<file path="src/rtl/spq_pkg.sv">
`timescale 1ns / 1ps
`default_nettype none

package spq_pkg;

    // Queue capacity and derived widths
    localparam int DEPTH   = 16;
    localparam int COUNT_W = $clog2(DEPTH + 1);
    localparam int KEY_W   = 34;
    localparam int TAG_W   = 16;
    localparam int OCC_W   = 5;
    localparam int STAT_W  = 2;

    // Item opcodes
    localparam logic CMD_INSERT = 1'b0;
    localparam logic CMD_REMOVE = 1'b1;

    // Result status codes
    typedef enum logic [STAT_W-1:0] {
        ST_INSERTED = 2'd0,
        ST_REMOVED  = 2'd1,
        ST_EMPTY    = 2'd2,
        ST_FULL     = 2'd3
    } status_t;

    // Controller to datapath commands
    typedef struct packed {
        logic load;   // capture the incoming item
        logic exec;   // apply the held item to the list and load the result
    } dp_cmd_t;

endpackage

`default_nettype wire

</file>
<file path="src/rtl/sorted_priority_queue_top.sv">
// Sorted priority queue, DEPTH entries held in a row of compare-and-shift cells.
// The item register captures the input; the cell row and result register are then updated from it.
// The input stalls while an item is held; a new item is taken only once the held one is applied.
// A stalled result holds the update cycle until the result register drains.
// Reset (rst_n low, asynchronous) empties the queue at once; no clearing pass is needed.
`timescale 1ns / 1ps
`default_nettype none

module sorted_priority_queue_top
    import spq_pkg::*;
(
    input  wire logic              clk,
    input  wire logic              rst_n,
    input  wire logic              in_valid,
    output logic                   in_stall,
    input  wire logic              cmd,
    input  wire logic [KEY_W-1:0]  key,
    input  wire logic [TAG_W-1:0]  tag,
    output logic                   out_valid,
    input  wire logic              out_stall,
    output logic [STAT_W-1:0]      status,
    output logic [KEY_W-1:0]       out_key,
    output logic [TAG_W-1:0]       out_tag,
    output logic [OCC_W-1:0]       occupancy
);

    dp_cmd_t dp_cmd;

    spq_ctrl u_ctrl
    (
        .clk       (clk),
        .rst_n     (rst_n),
        .in_valid  (in_valid),
        .in_stall  (in_stall),
        .out_valid (out_valid),
        .out_stall (out_stall),
        .dp_cmd    (dp_cmd)
    );

    spq_datapath u_datapath
    (
        .clk       (clk),
        .rst_n     (rst_n),
        .dp_cmd    (dp_cmd),
        .cmd       (cmd),
        .key       (key),
        .tag       (tag),
        .status    (status),
        .out_key   (out_key),
        .out_tag   (out_tag),
        .occupancy (occupancy)
    );

endmodule

`default_nettype wire

</file>
<file path="src/rtl/spq_ctrl.sv">
`timescale 1ns / 1ps
`default_nettype none

module spq_ctrl
    import spq_pkg::*;
(
    input  wire logic    clk,
    input  wire logic    rst_n,
    input  wire logic    in_valid,
    output logic         in_stall,
    output logic         out_valid,
    input  wire logic    out_stall,
    output dp_cmd_t      dp_cmd
);

    typedef enum logic [1:0] {
        S_IDLE = 2'b01,
        S_EXEC = 2'b10
    } state_t;

    state_t state_reg, state_next;
    logic   out_valid_reg, out_valid_next;
    logic   out_free;

    // Result register can take a new value when empty or being drained
    assign out_free = !out_valid_reg || !out_stall;

    assign in_stall  = (state_reg != S_IDLE);
    assign out_valid = out_valid_reg;

    // Next state and commands
    always_comb
    begin
        state_next     = state_reg;
        out_valid_next = out_valid_reg;
        dp_cmd.load    = 1'b0;
        dp_cmd.exec    = 1'b0;
        if (out_valid_reg && !out_stall)
        begin
            out_valid_next = 1'b0;
        end
        case (state_reg)
            S_IDLE:
            begin
                if (in_valid)
                begin
                    dp_cmd.load = 1'b1;
                    state_next  = S_EXEC;
                end
            end
            S_EXEC:
            begin
                if (out_free)
                begin
                    dp_cmd.exec    = 1'b1;
                    out_valid_next = 1'b1;
                    state_next     = S_IDLE;
                end
            end
            default:
            begin
                state_next = S_IDLE;
            end
        endcase
    end

    // State registers
    always_ff @(posedge clk or negedge rst_n)
    begin
        if (!rst_n)
        begin
            state_reg     <= S_IDLE;
            out_valid_reg <= 1'b0;
        end
        else
        begin
            state_reg     <= state_next;
            out_valid_reg <= out_valid_next;
        end
    end

endmodule

`default_nettype wire

</file>
<file path="src/rtl/spq_datapath.sv">
`timescale 1ns / 1ps
`default_nettype none

module spq_datapath
    import spq_pkg::*;
(
    input  wire logic              clk,
    input  wire logic              rst_n,
    input  wire dp_cmd_t           dp_cmd,
    input  wire logic              cmd,
    input  wire logic [KEY_W-1:0]  key,
    input  wire logic [TAG_W-1:0]  tag,
    output logic [STAT_W-1:0]      status,
    output logic [KEY_W-1:0]       out_key,
    output logic [TAG_W-1:0]       out_tag,
    output logic [OCC_W-1:0]       occupancy
);

    // Held item
    logic               item_cmd_reg;
    logic [KEY_W-1:0]   item_key_reg;
    logic [TAG_W-1:0]   item_tag_reg;

    // Sorted cell row, slot 0 holds the smallest key
    logic [KEY_W-1:0]   key_reg  [DEPTH];
    logic [TAG_W-1:0]   tag_reg  [DEPTH];
    logic [KEY_W-1:0]   key_next [DEPTH];
    logic [TAG_W-1:0]   tag_next [DEPTH];
    logic [COUNT_W-1:0] count_reg, count_next;

    // Result register
    status_t            status_reg, status_next;
    logic [KEY_W-1:0]   out_key_reg, out_key_next;
    logic [TAG_W-1:0]   out_tag_reg, out_tag_next;
    logic [OCC_W-1:0]   occ_reg;

    logic [DEPTH-1:0]   valid;
    logic [DEPTH-1:0]   gt;
    logic               full;
    logic               empty;
    logic               do_insert;
    logic               do_remove;

    assign full      = (count_reg == COUNT_W'(DEPTH));
    assign empty     = (count_reg == '0);
    assign do_insert = dp_cmd.exec && (item_cmd_reg == CMD_INSERT) && !full;
    assign do_remove = dp_cmd.exec && (item_cmd_reg == CMD_REMOVE) && !empty;

    // Per-cell logic: occupancy, compare and shift selection
    for (genvar g = 0; g < DEPTH; g++)
    begin : g_cell
        logic at_end;

        assign valid[g] = (COUNT_W'(g) < count_reg);
        assign gt[g]    = valid[g] && (key_reg[g] > item_key_reg);
        assign at_end   = (count_reg == COUNT_W'(g));

        always_comb
        begin
            key_next[g] = key_reg[g];
            tag_next[g] = tag_reg[g];
            if (do_insert)
            begin
                if (g > 0 && gt[(g > 0) ? g - 1 : 0])
                begin
                    // larger key moves one slot toward the tail
                    key_next[g] = key_reg[(g > 0) ? g - 1 : 0];
                    tag_next[g] = tag_reg[(g > 0) ? g - 1 : 0];
                end
                else if (gt[g] || at_end)
                begin
                    // first slot past all keys not above the new one
                    key_next[g] = item_key_reg;
                    tag_next[g] = item_tag_reg;
                end
            end
            else if (do_remove && g < DEPTH - 1)
            begin
                key_next[g] = key_reg[(g < DEPTH - 1) ? g + 1 : g];
                tag_next[g] = tag_reg[(g < DEPTH - 1) ? g + 1 : g];
            end
        end

        always_ff @(posedge clk)
        begin
            key_reg[g] <= key_next[g];
            tag_reg[g] <= tag_next[g];
        end
    end

    // Count and result values
    always_comb
    begin
        count_next   = count_reg;
        status_next  = status_reg;
        out_key_next = '0;
        out_tag_next = '0;
        if (item_cmd_reg == CMD_INSERT)
        begin
            if (full)
            begin
                status_next = ST_FULL;
            end
            else
            begin
                status_next = ST_INSERTED;
                count_next  = count_reg + 1'b1;
            end
        end
        else
        begin
            if (empty)
            begin
                status_next = ST_EMPTY;
            end
            else
            begin
                status_next  = ST_REMOVED;
                out_key_next = key_reg[0];
                out_tag_next = tag_reg[0];
                count_next   = count_reg - 1'b1;
            end
        end
    end

    // Entry count
    always_ff @(posedge clk or negedge rst_n)
    begin
        if (!rst_n)
        begin
            count_reg <= '0;
        end
        else if (dp_cmd.exec)
        begin
            count_reg <= count_next;
        end
    end

    // Item capture
    always_ff @(posedge clk)
    begin
        if (dp_cmd.load)
        begin
            item_cmd_reg <= cmd;
            item_key_reg <= key;
            item_tag_reg <= tag;
        end
    end

    // Result capture
    always_ff @(posedge clk)
    begin
        if (dp_cmd.exec)
        begin
            status_reg  <= status_next;
            out_key_reg <= out_key_next;
            out_tag_reg <= out_tag_next;
            occ_reg     <= OCC_W'(count_next);
        end
    end

    assign status    = status_reg;
    assign out_key   = out_key_reg;
    assign out_tag   = out_tag_reg;
    assign occupancy = occ_reg;

endmodule

`default_nettype wire

</file>
<file path="config.mk">
export PLATFORM = sky130hd
export DESIGN_NAME = sorted_priority_queue_top
export DESIGN_NICKNAME = d
export VERILOG_FILES = /design/src/rtl/spq_pkg.sv /design/src/rtl/sorted_priority_queue_top.sv /design/src/rtl/spq_ctrl.sv /design/src/rtl/spq_datapath.sv
export SDC_FILE = /design/constraint.sdc
export NUM_CORES = 2
export LEC_CHECK = 0
export ABC_AREA = 1
export BUFFER_PORTS_ARGS = -buffer_cell sky130_fd_sc_hd__buf_2
export CORE_ASPECT_RATIO = 0.6
export CORE_UTILIZATION = 55
export DETAILED_ROUTE_END_ITERATION = 7
export HOLD_SLACK_MARGIN = 0.06
export PLACE_DENSITY = 0.71
export REMOVE_ABC_BUFFERS = 1
export SLEW_MARGIN = 20
export SYNTH_ARGS = -nofsm -noshare
export SYNTH_HDL_FRONTEND = slang
export SYNTH_SLANG_ARGS = --single-unit
</file>
<file path="constraint.sdc">
create_clock -name clk -period 7.1 [get_ports clk]
set_clock_uncertainty 0.15 [all_clocks]
set_input_delay 1.065 -clock clk [delete_from_list [all_inputs] [get_ports clk]]
set_output_delay 1.065 -clock clk [all_outputs]
set_load 0.02 [all_outputs]
</file>
-- Word-level counts from Yosys, hierarchy flattened
Memories as Yosys holds them, arrays and structs flattened.
Index checks and enable logic that the tools add are counted.
- register bits after elaboration: 116
- memory bits (writable): 800
- input bits: 55
- logic and storage cells: 253
- memories: 2
- $add $sub $neg: 2
- magnitude comparators: 32
- equality and inequality tests: 21
- multiplexer cells: 140
- bitwise gates (word level): 1
- reductions and logical operators: 45
- memories (name ; depth ; width ; rd ports ; clocked after memory_dff ; wr ports ; RTL line ; source):
    u_datapath.key_reg ; 16 ; 34 ; 16 ; 0 ; 16 ; spq_datapath.sv:25 ; logic [KEY_W-1:0] key_reg [DEPTH];
    u_datapath.tag_reg ; 16 ; 16 ; 16 ; 0 ; 16 ; spq_datapath.sv:26 ; logic [TAG_W-1:0] tag_reg [DEPTH];
- operators by type and width (kind ; count):
    2-to-1 mux 34 bit ; 62
    2-to-1 mux 16 bit ; 62
    greater-than comparator 34 bit ; 16
    == test 5 x 4 -> 1 bit, second input constant ; 8
    less-than comparator 4 x 5 -> 1 bit, first input constant ; 8
    logical AND 1 bit ; 21
    == test 5 x 3 -> 1 bit, second input constant ; 4
    less-than comparator 3 x 5 -> 1 bit, first input constant ; 4
    logical OR 1 bit ; 17
    2-to-1 mux 5 bit ; 3
    == test 5 x 2 -> 1 bit, second input constant ; 2
    less-than comparator 1 x 5 -> 1 bit, first input constant ; 2
    less-than comparator 2 x 5 -> 1 bit, first input constant ; 2
    2-to-1 mux 2 bit ; 5
    2-to-1 mux 1 bit ; 7
    adder 5 x 1 -> 5 bit, second input constant ; 1
    == test 5 x 1 -> 1 bit, second input constant ; 1
    == test 5 bit, second input constant ; 1
    logical NOT 5 bit ; 1
    subtractor 5 x 1 -> 5 bit, second input constant ; 1
    logical NOT 1 bit ; 4
    inequality test 2 x 1 -> 1 bit, second input constant ; 2
    case mux 2 bit (2 select lines) ; 1
    == test 2 x 1 -> 1 bit, second input constant ; 1
    5 further kinds ; 5

-- Logic depth before layout (Yosys ltp)
- word-level depth: 8
- depth in mapped cells: 18

-- Hierarchy
Synthesis repeated with hierarchy kept, for this count alone.
- cell total of the unflattened synthesis: 8225
- area total of the unflattened synthesis: 62950.4 µm²
- by module, submodules not included (module ; instances ; cells each ; area each (µm²)):
    spq_datapath ; 1 ; 8210 ; 62817.7
    spq_ctrl ; 1 ; 15 ; 132.6

-- Least setup slack after synthesis
No wires, ideal clock.
- path kind: reg2reg
- from: register u_datapath.item_key_reg[13] (netlist name)
- to: memory u_datapath.key_reg[0][0] (enable)
- library setup time: 0.527 ns
- data arrival time: 5.647 ns
- required time: 6.423 ns
- slack: 0.776 ns
- cell stages (with the launch flop): 11
- buffers on the path: 1
- clock period less this slack: 6.324 ns
- path through: edfxtp_1 -> inv_1 -> clkbuf_1 -> ha_1 -> nand2_1 -> nor2_1 -> nand2_1 -> nor2_1 -> a21oi_2 -> a21oi_1 -> o21ai_0
- RTL lines (item ; RTL line):
    to (decl) ; spq_datapath.sv:25

==> results.py <==
metrics = {
    "clocking": {
        "htreeDepth": 3,
        "tritoncts": "done",
        "numClockSinks": 916,
        "clockBufferDepth": 3,
        "numCtsBuffers": 88,
        "clkTransAtPathRegs_ns": 0.07,
        "root_buffer": "clkbuf_16",
        "clk_latency_ns": 0.73,
    },
    "placement": {
        "place_area_um2": 63500,
        "io_buffers": 113,
        "place.gp.congestion": 0.901,
        "pre_cts_slack_ns": 2.26,
        "hpwl_mm": 123,
    },
    "global_route": {
        "grt_util_all_layers_pct": 30.3,
        "grt_max_degree": 218,
        "grt_pass1_vias": 52900,
        "grt_pass1_wl_mm": 284,
        "antenna_found_initial": 1,
        "grt.overflow.total": 0,
    },
    "yosys": {
        "synth.top_cells.by_count": "2,936 x nand2_1, 1,253 x nand3_1, 908 x edfxtp_1, 759 x inv_1, 549 x ha_1",
        "yosysMostFrequentCell": "nand2_1",
        "ys_top_cells_by_area": "edfxtp_1 44%, nand2_1 18%, ha_1 11%",
        "syn_inst": 7926,
        "ys_warn_count": 0,
        "synthDistinctLibCells": 38,
        "yosys_most_used_dff": "edfxtp_1",
        "async_flop_share_pct": 0.873,
        "syn-cell-area_um2": 62600,
        "synth_area_per_cell_um2": 7.90,
        "synth_edf_count": 908,
        "yosysSeqAreaShare_pct": 43.9,
        "synth-seq-cells": 916,
        "yosysTopAreaCell": "edfxtp_1",
        "yosysTopAreaCellShare_pct": 43.6,
    },
    "worst_setup_path": {
        "path_delay_family": "simple AND/OR/NAND/NOR gates",
        "path_depth": 16,
        "critical_path_required_ns": 7.36,
        "arrival_ns": 5.22,
        "r2r_cells": 16,
        "critPathKind": "flop to flop",
        "crit_chain": "inv_1 -> buf_4 -> ha_1 -> nand2_1 -> nor2_1 -> nand3_1 -> nor2_1 -> nand2_1 -> nand2_1 -> nor2_1 -> nand2_2 -> nand2_2 -> nand2_1 -> nor2_1 -> nor2_4 -> buf_4",
        "path_max_fanout": 51,
        "cp_slowest_cell": "nor2_4",
        "critPathMaxStageDelay_ns": 0.80,
        "critPathCaptureType": "flop",
        "critPathLaunchType": "flop",
        "critPathBufInv": 3,
    },
    "floorplan": {
        "num_io_pins": 114,
        "coreArea_um2": 112000,
        "die_area_um2": 115000,
        "chipWidth_um": 438,
        "rows": 95,
        "start_util_pct": 55.7,
        "die_h_um": 263,
    },
    "route": {
        "drc": 3,
        "ant_nets": 0,
        "avgViaCountPerCell": 5.89,
        "wl_per_cell_um": 19.0,
        "vias": 55100,
        "wirelength_mm": 178,
        "dr.pass1.iters": 8,
        "drt_iter0_markers": 7018,
    },
    "finish": {
        "syn_to_final_growth_pct": 6.35,
        "fin_nets": 8387,
        "drive_gt1_share_pct": 5.22,
        "largest_register_ffs": 544,
        "final.fill_count": 9971,
        "final_cell_area_um2": 66600,
        "diodes": 0,
    },
    "sta": {
        "tns_ns": 0,
        "finalMaxSlewViolations": 0,
        "setup_viol": 0,
        "worst_pin_slew_ns": 1.15,
        "slew_headroom_pct": 23.5,
        "fmax_mhz": 202,
        "fin_crit_sh_pct": 69.8,
        "hold_viol_final": 0,
        "rsz0062_at_grt": "false",
        "finalCriticalPeriod_ns": 4.95,
        "fin_ws_ns": 2.15,
    },
    "worst_hold_path": {
        "hold-path-cell-count": 1,
        "min_path_type": "primary input to flop",
    },
    "outcome": {
        "violations": "design-rule violations",
        "status": "complete, but fails checks",
    },
    "power_and_ir_drop": {
        "irDropWorstVdd_uv": 202,
        "cellLeakagePower_nw": 31.5,
        "power_density_nw_per_um2": 255,
    },
    "run": {
        "max_cap_viol_count": 0,
    },
}
[stage by stage]
step                      total power (W)  instances  utilization (%)  hold slack (ns)
after floorplan                    0.0101       7477                -            0.345
after global placement             0.0116       9195             56.6            0.343
after detailed placement           0.0118       9195             56.6            0.321
after CTS                          0.0169       9353             59.3            0.312
after global routing               0.0178       9353             59.3            0.321
final                              0.0170       9353             59.3            0.354
[power by group]
group	switching [W]	internal (W)
registers	0.000251	0.00643
logic	0.00385	0.00130
clock network	0.00229	0.00286
[area by class of cell]
| type | instances | area (um^2) | area share (%) |
|---|---|---|---|
| inverter | 775 | 2920 | 4.38 |
| clock inverter | 55 | 739 | 1.11 |
| clock buffer | 102 | 2280 | 3.42 |
| sequential | 916 | 27500 | 41.3 |
| timing repair buffer | 216 | 1420 | 2.13 |
| tap | 1503 | 1880 | 2.83 |
| multi-input combinational | 5786 | 29900 | 44.9 |
[timing repair]
| item | 4_1_cts | 5_1_grt |
|---|---|---|
| buffers inserted | 0 | 0 |
| gates resized for setup | 0 | 0 |
| hold buffers | 1 | 0 |
| hold endpoints to repair | 7 | 0 |
| endpoints found under the setup margin | 0 | 0 |
[path summary, 6_finish.rpt]
kind / to / from / slack [ns]
setup / recovery: u_datapath.tag_reg[0][51]$_DFFE_PP_ / u_datapath.item_key_reg[17]$_DFFE_PP_ / 2.15
hold / removal: u_datapath.item_tag_reg[7]$_DFFE_PP_ / tag[7] / 0.35
setup reg to reg: u_datapath.tag_reg[0][51]$_DFFE_PP_ / u_datapath.item_key_reg[17]$_DFFE_PP_ / 2.15
hold reg to reg: u_ctrl.state_reg[0]$_DFFE_PN1P_ / u_ctrl.out_valid$_DFF_PN0_ / 0.36
max in group asynchronous: u_ctrl.state_reg[0]$_DFFE_PN1P_ / rst_n / 5.90
min in group asynchronous: u_datapath.count_reg[4]$_DFFE_PN0P_ / rst_n / 0.61
[cells by family after synthesis]
group / after synthesis / synth area share (%)
buffers and inverters: 1224 / 8.69
DFF: 916 / 43.9
and+or+nand+nor: 4820 / 32.8
xor gates and xnor gates: 2 / 0.0280
adders and majority gates: 549 / 11.0
AOI/OAI and AO/OA: 415 / 3.60
[per-layer routing]
layer / share of wire, % / vias to the layer above / track usage (%)
li1: - / 25800 / -
met1: 46 / 26300 / 46.9
met2: 42 / 2717 / 43.8
met3: 10 / 246 / 5.28
met4: 1.8 / 2 / 6.99
met5: 0.0039 / - / 0
[cells in the final DEF, fill, tap and decap left out, types with 23 or more instances in the layout]
cell / Yosys / routed
buf_2: 192 / 113
clkbuf_16: 0 / 89
buf_4: 79 / 96
edfxtp_1: 908 / 908
nand3b_1: 196 / 196
ha_1: 549 / 549
nor2_1: 372 / 359
nand2_1: 2936 / 2931
inv_1: 759 / 756
nor3_1: 23 / 23
nand3_1: 1253 / 1253
a21oi_1: 254 / 252
a21o_1: 29 / 29
o21ai_0: 90 / 89
Power figures use the tool's default switching activity.
